File: config.mk
export PLATFORM = sky130hd
export DESIGN_NAME = gnss_time_date_latency_correct_unit
export DESIGN_NICKNAME = d
export VERILOG_FILES = /design/src/hdl/gtdl_pkg.sv /design/src/hdl/gnss_time_date_latency_correct_unit.sv /design/src/hdl/gtdl_decode.sv /design/src/hdl/gtdl_carry.sv /design/src/hdl/gtdl_date.sv
export SDC_FILE = /design/constraint.sdc
export NUM_CORES = 2
export LEC_CHECK = 0
export BUFFER_PORTS_ARGS = -buffer_cell sky130_fd_sc_hd__buf_2
export CAP_MARGIN = 30
export CORE_MARGIN = 5
export CORE_UTILIZATION = 40
export DETAILED_ROUTE_END_ITERATION = 10
export SYNTH_ARGS = -nofsm -noshare
export SYNTH_HDL_FRONTEND = slang
export SYNTH_SLANG_ARGS = --single-unit
File: constraint.sdc
create_clock -name i_clk -period 10.7 [get_ports i_clk]
set_clock_uncertainty 0.05 [all_clocks]
set_input_delay 2.14 -clock i_clk [delete_from_list [all_inputs] [get_ports i_clk]]
set_output_delay 2.14 -clock i_clk [all_outputs]
set_load 0.01 [all_outputs]
File: src/hdl/gtdl_pkg.sv
// Shared types and constants for the GNSS time and date latency correction unit.
`timescale 1ns / 1ps

package gtdl_pkg;

    // Elapsed time in milliseconds always fits below 2^27.
    localparam int ELAPSED_W = 27;
    localparam int PROD_W    = 37;

    localparam logic [ELAPSED_W-1:0] MS_PER_DAY = 27'd86400000;
    localparam logic [ELAPSED_W-1:0] MS_SAT     = 27'd86399999;

    typedef struct packed {
        logic [5:0] dd;
        logic [6:0] mo;
        logic [6:0] yy;
    } t_date_raw;

    typedef struct packed {
        logic [5:0]  hh;
        logic [6:0]  mm;
        logic [6:0]  ss;
        logic [6:0]  cc;
        logic [16:0] e_s;
        logic [9:0]  e_ms;
        logic        clamped;
        t_date_raw   date;
    } t_dec;

    typedef struct packed {
        logic [5:0] hour_sum;
        logic [5:0] minute;
        logic [5:0] second;
        logic [9:0] milli;
        logic       clamped;
        t_date_raw  date;
    } t_tod;

endpackage

File: src/hdl/gnss_time_date_latency_correct_unit.sv
// Top level of the GNSS time and date latency correction unit.
`timescale 1ns / 1ps

// A fix transaction is taken on every clock edge where start is high; busy is always low,
// so one fix can enter per cycle. Its corrected time and date appear on the result ports
// for one cycle with o_done high, once it has passed the input register, decode stages
// A to D, carry stages E to I and the result register. The constant-reciprocal multipliers
// in these stages split the decimal codes, break the elapsed time into seconds and
// milliseconds, and carry seconds and minutes.
// Results cannot be held off by the receiver and must be captured when o_done is high.
// The tick period register resets to 1 ms and should only be written while no fix is in
// flight.

module gnss_time_date_latency_correct_unit #(
    parameter int TICK_WIDTH = 32
) (
    input  logic                  i_clk,
    input  logic                  i_rst_n,
    input  logic                  start,
    output logic                  busy,
    input  logic [24:0]           i_time_code,
    input  logic [18:0]           i_date_code,
    input  logic [TICK_WIDTH-1:0] i_log_tick,
    input  logic [TICK_WIDTH-1:0] i_now_tick,
    input  logic                  i_cfg_we,
    input  logic [9:0]            i_cfg_wdata,
    output logic                  o_done,
    output logic [4:0]            o_hour_out,
    output logic [5:0]            o_minute_out,
    output logic [5:0]            o_second_out,
    output logic [9:0]            o_milli_out,
    output logic [4:0]            o_day_out,
    output logic [3:0]            o_month_out,
    output logic [6:0]            o_year_out,
    output logic                  o_day_rolled,
    output logic                  o_elapsed_clamped
);
    import gtdl_pkg::*;

    logic [9:0] r_tick_period;
    logic       dec_valid;
    t_dec       dec;
    logic       tod_valid;
    t_tod       tod;

    always_ff @(posedge i_clk) begin
        if (!i_rst_n) begin
            r_tick_period <= 10'd1;
        end else if (i_cfg_we) begin
            r_tick_period <= i_cfg_wdata;
        end
    end

    assign busy = 1'b0;

    gtdl_decode #(
        .TICK_WIDTH(TICK_WIDTH)
    ) u_decode (
        .i_clk         (i_clk),
        .i_rst_n       (i_rst_n),
        .i_start       (start && !busy),
        .i_time_code   (i_time_code),
        .i_date_code   (i_date_code),
        .i_log_tick    (i_log_tick),
        .i_now_tick    (i_now_tick),
        .i_tick_period (r_tick_period),
        .o_valid       (dec_valid),
        .o_dec         (dec)
    );

    gtdl_carry u_carry (
        .i_clk   (i_clk),
        .i_rst_n (i_rst_n),
        .i_valid (dec_valid),
        .i_dec   (dec),
        .o_valid (tod_valid),
        .o_tod   (tod)
    );

    gtdl_date u_date (
        .i_clk             (i_clk),
        .i_rst_n           (i_rst_n),
        .i_valid           (tod_valid),
        .i_tod             (tod),
        .o_done            (o_done),
        .o_hour_out        (o_hour_out),
        .o_minute_out      (o_minute_out),
        .o_second_out      (o_second_out),
        .o_milli_out       (o_milli_out),
        .o_day_out         (o_day_out),
        .o_month_out       (o_month_out),
        .o_year_out        (o_year_out),
        .o_day_rolled      (o_day_rolled),
        .o_elapsed_clamped (o_elapsed_clamped)
    );

endmodule

File: src/hdl/gtdl_decode.sv
// Digit split of the time and date codes and elapsed-time computation.
`timescale 1ns / 1ps

module gtdl_decode #(
    parameter int TICK_WIDTH = 32
) (
    input  logic                  i_clk,
    input  logic                  i_rst_n,
    input  logic                  i_start,
    input  logic [24:0]           i_time_code,
    input  logic [18:0]           i_date_code,
    input  logic [TICK_WIDTH-1:0] i_log_tick,
    input  logic [TICK_WIDTH-1:0] i_now_tick,
    input  logic [9:0]            i_tick_period,
    output logic                  o_valid,
    output gtdl_pkg::t_dec        o_dec
);
    import gtdl_pkg::*;

    localparam logic [25:0] DIV10000_M = 26'd54975582;
    localparam logic [13:0] DIV100_M   = 14'd10486;
    localparam logic [27:0] DIV1000_M  = 28'd137438954;

    // Quotients by reciprocal multiplication, exact over the stated input ranges.
    function automatic logic [11:0] div10000(input logic [24:0] x);
        logic [50:0] p;
        p = 51'(x) * 51'(DIV10000_M);
        return p[50:39];
    endfunction

    function automatic logic [6:0] div100(input logic [13:0] x);
        logic [27:0] p;
        p = 28'(x) * 28'(DIV100_M);
        return 7'(p >> 20);
    endfunction

    function automatic logic [16:0] div1000(input logic [ELAPSED_W-1:0] x);
        logic [54:0] p;
        p = 55'(x) * 55'(DIV1000_M);
        return p[53:37];
    endfunction

    // Input register
    logic                  r_in_valid;
    logic [24:0]           r_in_tc;
    logic [18:0]           r_in_dc;
    logic [TICK_WIDTH-1:0] r_in_log;
    logic [TICK_WIDTH-1:0] r_in_now;

    // Stage A
    logic                  r_a_valid;
    logic [PROD_W-1:0]     r_a_prod;
    logic                  r_a_hi;
    logic                  r_a_pzero;
    logic [11:0]           r_a_hhmm;
    logic [24:0]           r_a_tc;
    logic [5:0]            r_a_dd;
    logic [18:0]           r_a_dc;
    logic [TICK_WIDTH-1:0] n_diff;
    logic [ELAPSED_W-1:0]  n_diff_lo;
    logic [PROD_W-1:0]     n_prod;

    // Stage B
    logic                  r_b_valid;
    logic [11:0]           r_b_hhmm;
    logic [13:0]           r_b_sscc;
    logic [5:0]            r_b_dd;
    logic [13:0]           r_b_mmyy;
    logic [ELAPSED_W-1:0]  r_b_elapsed;
    logic                  r_b_clamped;
    logic                  n_clamped;
    logic [ELAPSED_W-1:0]  n_elapsed;

    // Stage C
    logic                  r_c_valid;
    logic [11:0]           r_c_hhmm;
    logic [13:0]           r_c_sscc;
    logic [13:0]           r_c_mmyy;
    logic [ELAPSED_W-1:0]  r_c_elapsed;
    logic [6:0]            r_c_hh;
    logic [6:0]            r_c_ss;
    logic [6:0]            r_c_mo;
    logic [16:0]           r_c_es;
    logic [5:0]            r_c_dd;
    logic                  r_c_clamped;

    // Stage D
    logic                  r_d_valid;
    t_dec                  r_d_dec;
    t_dec                  n_dec;

    always_ff @(posedge i_clk) begin
        if (!i_rst_n) begin
            r_in_valid <= 1'b0;
            r_a_valid  <= 1'b0;
            r_b_valid  <= 1'b0;
            r_c_valid  <= 1'b0;
            r_d_valid  <= 1'b0;
        end else begin
            r_in_valid <= i_start;
            r_a_valid  <= r_in_valid;
            r_b_valid  <= r_a_valid;
            r_c_valid  <= r_b_valid;
            r_d_valid  <= r_c_valid;
        end
    end

    always_comb begin
        n_diff    = r_in_now - r_in_log;
        n_diff_lo = ELAPSED_W'(n_diff);
        n_prod    = PROD_W'(n_diff_lo) * PROD_W'(i_tick_period);
    end

    always_comb begin
        // A zero tick period gives zero elapsed time even when the tick gap is huge.
        n_clamped = !r_a_pzero && (r_a_hi || (r_a_prod >= PROD_W'(MS_PER_DAY)));
        n_elapsed = n_clamped ? MS_SAT : r_a_prod[ELAPSED_W-1:0];
    end

    always_comb begin
        n_dec.hh        = 6'(r_c_hh);
        n_dec.mm        = 7'(r_c_hhmm - 12'(r_c_hh) * 12'd100);
        n_dec.ss        = r_c_ss;
        n_dec.cc        = 7'(r_c_sscc - 14'(r_c_ss) * 14'd100);
        n_dec.e_s       = r_c_es;
        n_dec.e_ms      = 10'(r_c_elapsed - ELAPSED_W'(r_c_es) * 27'd1000);
        n_dec.clamped   = r_c_clamped;
        n_dec.date.dd   = r_c_dd;
        n_dec.date.mo   = r_c_mo;
        n_dec.date.yy   = 7'(r_c_mmyy - 14'(r_c_mo) * 14'd100);
    end

    always_ff @(posedge i_clk) begin
        r_in_tc  <= i_time_code;
        r_in_dc  <= i_date_code;
        r_in_log <= i_log_tick;
        r_in_now <= i_now_tick;

        r_a_prod  <= n_prod;
        r_a_hi    <= (n_diff >> ELAPSED_W) != '0;
        r_a_pzero <= (i_tick_period == 10'd0);
        r_a_hhmm  <= div10000(r_in_tc);
        r_a_tc    <= r_in_tc;
        r_a_dd    <= 6'(div10000(25'(r_in_dc)));
        r_a_dc    <= r_in_dc;

        r_b_hhmm    <= r_a_hhmm;
        r_b_sscc    <= 14'(r_a_tc - 25'(r_a_hhmm) * 25'd10000);
        r_b_dd      <= r_a_dd;
        r_b_mmyy    <= 14'(r_a_dc - 19'(r_a_dd) * 19'd10000);
        r_b_elapsed <= n_elapsed;
        r_b_clamped <= n_clamped;

        r_c_hhmm    <= r_b_hhmm;
        r_c_sscc    <= r_b_sscc;
        r_c_mmyy    <= r_b_mmyy;
        r_c_elapsed <= r_b_elapsed;
        r_c_hh      <= div100(14'(r_b_hhmm));
        r_c_ss      <= div100(r_b_sscc);
        r_c_mo      <= div100(r_b_mmyy);
        r_c_es      <= div1000(r_b_elapsed);
        r_c_dd      <= r_b_dd;
        r_c_clamped <= r_b_clamped;

        r_d_dec <= n_dec;
    end

    assign o_valid = r_d_valid;
    assign o_dec   = r_d_dec;

endmodule

File: src/hdl/gtdl_carry.sv
// Carry chain from milliseconds through seconds and minutes into hours.
`timescale 1ns / 1ps

module gtdl_carry (
    input  logic           i_clk,
    input  logic           i_rst_n,
    input  logic           i_valid,
    input  gtdl_pkg::t_dec i_dec,
    output logic           o_valid,
    output gtdl_pkg::t_tod o_tod
);
    import gtdl_pkg::*;

    localparam logic [17:0] DIV60_M = 18'd139811;

    // Exact for x below 122880.
    function automatic logic [10:0] div60(input logic [16:0] x);
        logic [34:0] p;
        p = 35'(x) * 35'(DIV60_M);
        return p[33:23];
    endfunction

    logic        r_e_valid, r_f_valid, r_g_valid, r_h_valid, r_i_valid;

    logic [16:0] r_e_sec_sum, r_f_sec_sum;
    logic [9:0]  r_e_milli, r_f_milli, r_g_milli, r_h_milli;
    logic [6:0]  r_e_mm, r_f_mm;
    logic [5:0]  r_e_hh, r_f_hh, r_g_hh, r_h_hh;
    logic        r_e_clamped, r_f_clamped, r_g_clamped, r_h_clamped;
    t_date_raw   r_e_date, r_f_date, r_g_date, r_h_date;
    logic [10:0] r_f_q;
    logic [5:0]  r_g_second, r_h_second;
    logic [10:0] r_g_min_sum, r_h_min_sum;
    logic [10:0] r_h_q;
    t_tod        r_i_tod;

    logic [10:0] n_ms;
    logic        n_ms_carry;
    logic [9:0]  n_milli;
    logic [16:0] n_sec_sum;
    t_tod        n_tod;

    always_ff @(posedge i_clk) begin
        if (!i_rst_n) begin
            r_e_valid <= 1'b0;
            r_f_valid <= 1'b0;
            r_g_valid <= 1'b0;
            r_h_valid <= 1'b0;
            r_i_valid <= 1'b0;
        end else begin
            r_e_valid <= i_valid;
            r_f_valid <= r_e_valid;
            r_g_valid <= r_f_valid;
            r_h_valid <= r_g_valid;
            r_i_valid <= r_h_valid;
        end
    end

    always_comb begin
        // Hundredths become milliseconds; the sum stays below 2000, so one carry at most.
        n_ms       = 11'(i_dec.cc) * 11'd10 + 11'(i_dec.e_ms);
        n_ms_carry = (n_ms >= 11'd1000);
        n_milli    = n_ms_carry ? 10'(n_ms - 11'd1000) : 10'(n_ms);
        n_sec_sum  = 17'(i_dec.ss) + i_dec.e_s + 17'(n_ms_carry);
    end

    always_comb begin
        n_tod.hour_sum = r_h_hh + 6'(r_h_q);
        n_tod.minute   = 6'(r_h_min_sum - r_h_q * 11'd60);
        n_tod.second   = r_h_second;
        n_tod.milli    = r_h_milli;
        n_tod.clamped  = r_h_clamped;
        n_tod.date     = r_h_date;
    end

    always_ff @(posedge i_clk) begin
        r_e_sec_sum <= n_sec_sum;
        r_e_milli   <= n_milli;
        r_e_mm      <= i_dec.mm;
        r_e_hh      <= i_dec.hh;
        r_e_clamped <= i_dec.clamped;
        r_e_date    <= i_dec.date;

        r_f_q       <= div60(r_e_sec_sum);
        r_f_sec_sum <= r_e_sec_sum;
        r_f_milli   <= r_e_milli;
        r_f_mm      <= r_e_mm;
        r_f_hh      <= r_e_hh;
        r_f_clamped <= r_e_clamped;
        r_f_date    <= r_e_date;

        r_g_second  <= 6'(r_f_sec_sum - 17'(r_f_q) * 17'd60);
        r_g_min_sum <= 11'(r_f_mm) + r_f_q;
        r_g_milli   <= r_f_milli;
        r_g_hh      <= r_f_hh;
        r_g_clamped <= r_f_clamped;
        r_g_date    <= r_f_date;

        r_h_q       <= div60(17'(r_g_min_sum));
        r_h_min_sum <= r_g_min_sum;
        r_h_second  <= r_g_second;
        r_h_milli   <= r_g_milli;
        r_h_hh      <= r_g_hh;
        r_h_clamped <= r_g_clamped;
        r_h_date    <= r_g_date;

        r_i_tod <= n_tod;
    end

    assign o_valid = r_i_valid;
    assign o_tod   = r_i_tod;

endmodule

File: src/hdl/gtdl_date.sv
// Hour wrap, date advance across midnight and the result register.
`timescale 1ns / 1ps

module gtdl_date (
    input  logic           i_clk,
    input  logic           i_rst_n,
    input  logic           i_valid,
    input  gtdl_pkg::t_tod i_tod,
    output logic           o_done,
    output logic [4:0]     o_hour_out,
    output logic [5:0]     o_minute_out,
    output logic [5:0]     o_second_out,
    output logic [9:0]     o_milli_out,
    output logic [4:0]     o_day_out,
    output logic [3:0]     o_month_out,
    output logic [6:0]     o_year_out,
    output logic           o_day_rolled,
    output logic           o_elapsed_clamped
);
    import gtdl_pkg::*;

    localparam logic [6:0] MONTH_FEB = 7'd2;
    localparam logic [6:0] MONTH_DEC = 7'd12;
    localparam logic [6:0] YEAR_MAX  = 7'd99;

    logic       r_done;
    logic [4:0] r_hour;
    logic [5:0] r_minute;
    logic [5:0] r_second;
    logic [9:0] r_milli;
    logic [4:0] r_day;
    logic [3:0] r_month;
    logic [6:0] r_year;
    logic       r_rolled;
    logic       r_clamped;

    logic       n_rolled;
    logic [4:0] n_hour;
    logic [4:0] n_mlen;
    logic [5:0] n_day;
    logic [6:0] n_month;
    logic [6:0] n_year;

    always_comb begin
        // The hour sum never reaches 72, so at most two wraps are needed.
        n_rolled = (i_tod.hour_sum >= 6'd24);
        if (i_tod.hour_sum >= 6'd48) begin
            n_hour = 5'(i_tod.hour_sum - 6'd48);
        end else if (n_rolled) begin
            n_hour = 5'(i_tod.hour_sum - 6'd24);
        end else begin
            n_hour = 5'(i_tod.hour_sum);
        end
    end

    always_comb begin
        // Months outside one to twelve count as 31 days long.
        if (i_tod.date.mo inside {7'd4, 7'd6, 7'd9, 7'd11}) begin
            n_mlen = 5'd30;
        end else if (i_tod.date.mo == MONTH_FEB) begin
            n_mlen = (i_tod.date.yy[1:0] == 2'd0) ? 5'd29 : 5'd28;
        end else begin
            n_mlen = 5'd31;
        end
    end

    always_comb begin
        n_day   = i_tod.date.dd;
        n_month = i_tod.date.mo;
        n_year  = i_tod.date.yy;
        if (n_rolled) begin
            n_day = i_tod.date.dd + 6'd1;
            if (n_day > 6'(n_mlen)) begin
                n_day   = 6'd1;
                n_month = i_tod.date.mo + 7'd1;
            end
            if (n_month > MONTH_DEC) begin
                n_month = 7'd1;
                n_year  = i_tod.date.yy + 7'd1;
                if (n_year > YEAR_MAX) begin
                    n_year = 7'd0;
                end
            end
        end
    end

    always_ff @(posedge i_clk) begin
        if (!i_rst_n) begin
            r_done <= 1'b0;
        end else begin
            r_done <= i_valid;
        end
    end

    always_ff @(posedge i_clk) begin
        r_hour    <= n_hour;
        r_minute  <= i_tod.minute;
        r_second  <= i_tod.second;
        r_milli   <= i_tod.milli;
        r_day     <= 5'(n_day);
        r_month   <= 4'(n_month);
        r_year    <= n_year;
        r_rolled  <= n_rolled;
        r_clamped <= i_tod.clamped;
    end

    assign o_done            = r_done;
    assign o_hour_out        = r_hour;
    assign o_minute_out      = r_minute;
    assign o_second_out      = r_second;
    assign o_milli_out       = r_milli;
    assign o_day_out         = r_day;
    assign o_month_out       = r_month;
    assign o_year_out        = r_year;
    assign o_day_rolled      = r_rolled;
    assign o_elapsed_clamped = r_clamped;

endmodule

# Word level (Yosys, flattened, before mapping)
# Index checks and enable logic that the tools add are counted.
[op_classes]
mul = 18
n_eq_ne = 5
reduce_logical = 7
add_sub_neg = 20
magnitude_cmp = 7
n_mux = 15
[op_table]
columns = ["operator", "n"]
rows = [
  ["multiplier 27 x 27 -> 53 bit, second input constant", 1],
  ["multiplier 14 x 13 -> 26 bit, second input constant", 2],
  ["multiplier 25 x 25 -> 50 bit, second input constant", 1],
  ["multiplier 19 x 25 -> 44 bit, second input constant", 1],
  ["greater-or-equal comparator 37 x 27 -> 1 bit, second input constant", 1],
  ["multiplier 27 x 10 -> 37 bit", 1],
  ["2-to-1 mux 7 bit", 5],
  ["multiplier 17 x 18 -> 34 bit, second input constant", 1],
  ["nonzero test 32 bit", 1],
  ["subtractor 32 bit", 1],
  ["2-to-1 mux 5 bit", 6],
  ["multiplier 11 x 18 -> 29 bit, second input constant", 1],
  ["subtractor 14 bit", 2],
  ["multiplier 12 x 13 -> 25 bit, second input constant", 1],
  ["subtractor 7 bit", 3],
  ["adder 17 x 1 -> 17 bit", 1],
  ["adder 7 x 17 -> 17 bit", 1],
  ["multiplier 17 x 7 -> 7 bit, second input constant", 1],
  ["adder 7 x 1 -> 7 bit, second input constant", 2],
  ["equality test 7 x 3 -> 1 bit, second input constant", 2],
  ["equality test 7 x 4 -> 1 bit, second input constant", 2],
  ["multiplier 7 x 5 -> 5 bit, second input constant", 2],
  ["multiplier 12 x 10 -> 10 bit, second input constant", 1],
  ["subtractor 6 bit", 2],
  ["other kinds (28)", 30],
]
[totals]
elab_cells = 172
register_bits = 763
inputBits = 122

# Logic depth before layout (Yosys ltp)
[logic_depth]
word_depth = 10
ltp_mapped = 35
depth_no_buf = 33

# Cells and area by module
# From an unflattened synthesis, not the netlist that was laid out.
[unflattened]
cells_unflattened = 6984
hier_area_um2 = 73996.0
[by_module_without_submodules]
columns = ["mod", "cells_per_inst", "seq_area_each_um2", "area_each_um2", "n_inst"]
rows = [
  ["gtdl_decode", 5729, 8448.1, 59354.4, 1],
  ["gtdl_carry", 1029, 5705.5, 12368.1, 1],
  ["gtdl_date", 193, 920.9, 1890.6, 1],
  ["gnss_time_date_latency_correct_unit", 33, 200.2, 382.9, 1],
]

# Worst setup path after synthesis
# Ideal clock, no wire load.
[synth_timing]
path_type = "register -> register"
from = "reg u_decode.r_in_now[0]"
to = "reg u_decode.r_a_prod[35]"
arrival_ns = 7.378
setup_ns = 0.072
setup_slack_ns = 3.199
period_less_slack_ns = 7.501
required_ns = 10.578
stages_incl_launch_ff = 32
path_buffers = 0
cell_sequence = "dfxtp_1 -> inv_1 -> ha_1 -> inv_1 -> fa_1 -> a211oi_1 -> o21bai_1 -> o211ai_1 -> a21oi_1 -> a211oi_1 -> o21bai_1 -> xor2_1 -> nand2_1 -> fa_1 -> inv_1 -> fa_1 -> fa_1 -> fa_1 -> inv_1 -> fa_1 -> inv_1 -> ha_1 -> a21o_1 -> a21o_1 -> a21oi_1 -> o21ai_0 -> a21o_1 -> o41a_1 -> a2111oi_0 -> o21bai_1 -> a21oi_1 -> xnor2_1"
[synth_between]
elab_chain_len = 2
[synth_rtl]
columns = ["item", "line_no", "rtl"]
rows = [
  ["start: declaration", "gtdl_decode.sv:48", "logic [TICK_WIDTH-1:0] r_in_now;"],
  ["start signal: assignment", "gtdl_decode.sv:137", "r_in_now <= i_now_tick;"],
  ["subtractor 32 bit", "gtdl_decode.sv:109", "n_diff = r_in_now - r_in_log;"],
  ["multiplier 27 x 10 -> 37 bit", "gtdl_decode.sv:111", "n_prod = PROD_W'(n_diff_lo) * PROD_W'(i_tick_period);"],
  ["via u_decode.n_prod[35]", "gtdl_decode.sv:61", "logic [PROD_W-1:0] n_prod;"],
  ["end signal: assignment", "gtdl_decode.sv:139", "r_a_prod <= n_prod;"],
  ["end: declaration", "gtdl_decode.sv:52", "logic [PROD_W-1:0] r_a_prod;"],
]
# The timed path passes the listed nets, and every way through them passes these cells.
# A chain may end at the register's enable or synchronous reset.

# Worst setup path in the final report
# Same ends and word-level chain as after synthesis.

==> flow_metrics.py <==
metrics = {
    "routing": {
        "wl_per_cell_um": 16.0,
        "dr.first_iter.drc_count": 1895,
        "wl_um": 156000,
        "drc": 0,
        "vias_per_cell": 4.71,
        "firstDrtPassIters": 7,
        "vias": 45900,
        "ant_nets": 0,
    },
    "critical_path": {
        "crit_buf_inv": 5,
        "rrSetupSlack_ns": 1.80,
        "end_kind": "flop",
        "worstSetupPathType": "reg -> reg",
        "reg2reg_depth": 31,
        "cpMostUsedCell": "fa_1",
        "crit_required_ns": 11.26,
        "timing.rr.end": "u_decode.r_a_prod[35]",
        "arrival_ns": 9.46,
        "crit_path_max_fanout": 10,
        "cpMaxStageDelayCell": "xor2_1",
        "worst_r2r_startpoint": "u_decode.r_in_now[0]",
        "cp_top_family": "adder cells",
        "cp_slowest_stage_delay_ns": 0.70,
        "cp-start-kind": "flop",
    },
    "global_route": {
        "grt-ovfl-total": 0,
        "gr-usage-met3_pct": 1.89,
        "grt_max_degree": 32,
        "grt.met1_usage_pct": 22.4,
        "met2_usage_pct": 29.3,
        "busiest_layer": "met2",
        "grt_first_pass_wirelength_um": 264000,
        "antenna_found_initial": 6,
        "grt_usage_pct": 17.0,
        "first_global_vias": 50700,
    },
    "timing": {
        "hold_ws_ns": 0.243,
        "drv_slew": 0,
        "tightest_slew_ns": 1.05,
        "slew_headroom_pct": 29.2,
        "totalNegativeSetupSlack_ns": 0,
        "setup_ws_ns": 1.80,
        "finalHoldViolations": 0,
        "setup_viol": 0,
        "finalCritPeriodShare_pct": 83.2,
        "min_period_ns": 8.90,
        "rsz0062_at_grt": "false",
        "fmax_mhz": 112,
    },
    "min_path": {
        "hp-class": "reg -> reg",
        "hold_end": "u_decode.r_c_dd[3]",
        "hold_depth": 0,
        "min_from": "u_decode.r_b_dd[3]",
    },
    "clock_network": {
        "cts_made_buffers": 88,
        "path_clk_slew_ns": 0.06,
        "ctsHoldBuffers": 0,
        "clkLatencyLatePin_ns": 0.72,
        "root_buffer": "clkbuf_16",
        "clock-sinks": 763,
        "clk_path_buf_depth": 3,
        "cts_tree": "yes",
        "cts_setup_buffers": 0,
        "h-tree-depth": 3,
        "cts_resized": 0,
    },
    "placed_design": {
        "placedCellCount": 9574,
        "hpwl_um": 133000,
        "place.gp.congestion": 0.909,
        "port_buffers": 167,
        "dpl_worst_slack_ns": 2.00,
    },
    "synth": {
        "synth_area_per_cell_sq_um": 10.6,
        "synthFlopType": "dfxtp_1",
        "synth_area_sq_um": 73900,
        "async_flop_share_pct": 0,
        "yosysWarnings": 0,
        "synth-edff-count": 0,
        "syn_inst": 6985,
        "post_synth_num_cell_types": 88,
        "ys_seq_area_share_pct": 20.7,
        "syn-num-nets": 9648,
        "ys_seq_elements": 763,
    },
    "floorplanning": {
        "initial_core_util_pct": 40.3,
        "dieArea_sq_um": 194000,
        "die_width_um": 440,
        "fp.dieH_um": 440,
        "num_rows": 157,
        "io_pins": 169,
        "coreArea_sq_um": 183000,
    },
    "layout": {
        "drive_above_1_share_pct": 5.46,
        "fin_cells": 9742,
        "area_growth_pct": 9.52,
        "fin_nets": 9863,
    },
    "run_status": {
        "outcome": "completed",
    },
    "job": {
        "cap_violations": 0,
    },
}
[per-layer routing]
metal,vias up,routed length [um],share of wire [%]
met4,2,4380,2.8
li1,22300,-,-
met3,215,4810,3.1
met1,22700,70700,45
met2,634,76500,49
met5,-,13,0.0083
[worst register-to-register path, delay by kind of cell (launching register included)]
kind	cells	cell delay (ns)
buf+inv	5	0.23
xor+xnor	2	0.84
fa+ha+maj	8	3.54
compound gates	11	2.97
flops	1	0.29
simple gates	5	0.86
[layout make-up]
cell class,count,area (sq um)
Timing Repair Buffer,185,971
Clock buffer,105,2360
Multi-Input combinational cell,4332,51600
Sequential cell,763,15300
Tap cell,2464,3080
Fill cell,17400,103000
Inverter,1830,6870
Antenna cell,4,10.0
Clock inverter,59,842
[synthesized netlist by cell type, types with 24 or more instances]
| cell type | n | area (sq um) |
|---|---|---|
| a21o_1 | 132 | 991 |
| a21oi_1 | 173 | 866 |
| and2_1 | 152 | 951 |
| clkbuf_1 | 53 | 199 |
| dfxtp_1 | 763 | 15300 |
| fa_1 | 1130 | 22600 |
| ha_1 | 1411 | 17700 |
| inv_1 | 1829 | 6870 |
| nand2_1 | 230 | 863 |
| nand2b_1 | 30 | 188 |
| nand3_1 | 55 | 275 |
| nand4_1 | 38 | 238 |
| nor2_1 | 130 | 488 |
| nor2b_1 | 70 | 438 |
| nor3_1 | 51 | 255 |
| o21a_1 | 37 | 278 |
| o21ai_0 | 105 | 526 |
| o21bai_1 | 31 | 233 |
| or2_2 | 24 | 150 |
| xnor2_1 | 188 | 1650 |
| xor2_1 | 66 | 578 |
[cells by family after synthesis]
kind of cell | after synthesis | share of synthesized area [%]
adder cells (fa/ha/maj) | 2542 | 54.5
buffers and inverters | 1890 | 9.61
AND/OR/NAND/NOR | 862 | 5.97
flip-flops | 763 | 20.7
AO/OA/AOI/OAI | 657 | 6.03
XOR/XNOR | 255 | 3.03
multiplexers | 15 | 0.203
other | 1 | 0.00507
[registers in the layout, summed over array words and instances, names as in the netlist, 14 cells and up]
register / count
u_decode.r_b_sscc: 14
u_decode.r_a_tc: 14
u_carry.r_e_date: 20
u_carry.o_tod: 49
u_decode.o_dec: 75
u_carry.r_e_sec_sum: 17
u_decode.r_b_elapsed: 27
u_decode.r_a_prod: 37
u_decode.r_a_dc: 14
u_carry.n_tod: 20
u_decode.r_in_now: 32
u_carry.r_g_date: 20
u_decode.r_b_mmyy: 14
u_decode.r_c_es: 17
u_carry.r_f_date: 20
u_decode.r_in_log: 32
u_decode.r_in_dc: 19
u_decode.r_in_tc: 25
[cell usage in the layout (no fill, tap or decap), types with 10 or more instances in the layout]
cell type,netlist,layout
and3_1,21,21
ha_1,1411,1411
a211oi_1,13,13
nor2_1,130,130
o31ai_1,12,12
o2111ai_1,11,11
clkinv_2,0,13
nor4_1,20,20
mux2i_1,15,15
o21bai_1,31,31
fa_1,1130,1130
buf_4,1,18
nand4_1,38,38
buf_2,4,167
clkbuf_16,0,88
inv_1,1829,1829
xnor2_1,188,188
nand2_1,230,230
a21boi_0,11,11
nor2b_1,70,70
o211ai_1,10,10
nand2b_1,30,30
a31oi_1,16,15
o21ai_0,105,105
xor2_1,66,66
o21a_1,37,37
or2_2,24,24
and2_1,152,152
a21o_1,132,132
bufinv_16,0,12
nor3_1,51,51
a21oi_1,173,173
nand3_1,55,55
or4_1,11,11
dfxtp_1,763,763
[through the flow]
stage	area, sq um	utilization (%)
final	81000	44.1
after global routing	81000	44.1
after CTS	80900	44.1
after detailed placement	77700	42.4
after global placement	77700	42.4
after floorplan	73900	-
[how the worst max path moves through the flow]
| stage | from | endpoint | slack, ns | cells after the start |
|---|---|---|---|---|
| after floorplan | u_decode.r_in_now[0] | u_decode.r_a_prod[35] | 3.20 | 31 |
| after global placement | u_decode.r_in_log[1] | u_decode.r_a_prod[35] | 2.19 | 32 |
| after detailed placement | u_decode.r_in_now[0] | u_decode.r_a_prod[35] | 2.00 | 31 |
| after CTS | u_decode.r_in_now[0] | u_decode.r_a_prod[35] | 1.93 | 31 |
| after global routing | u_decode.r_in_now[0] | u_decode.r_a_prod[35] | 1.25 | 31 |
| final | u_decode.r_in_now[0] | u_decode.r_a_prod[35] | 1.80 | 31 |
Power is left out: the tool's default activity adds up to more than one toggle a clock period on the data nets, which glitch-free logic cannot reach.
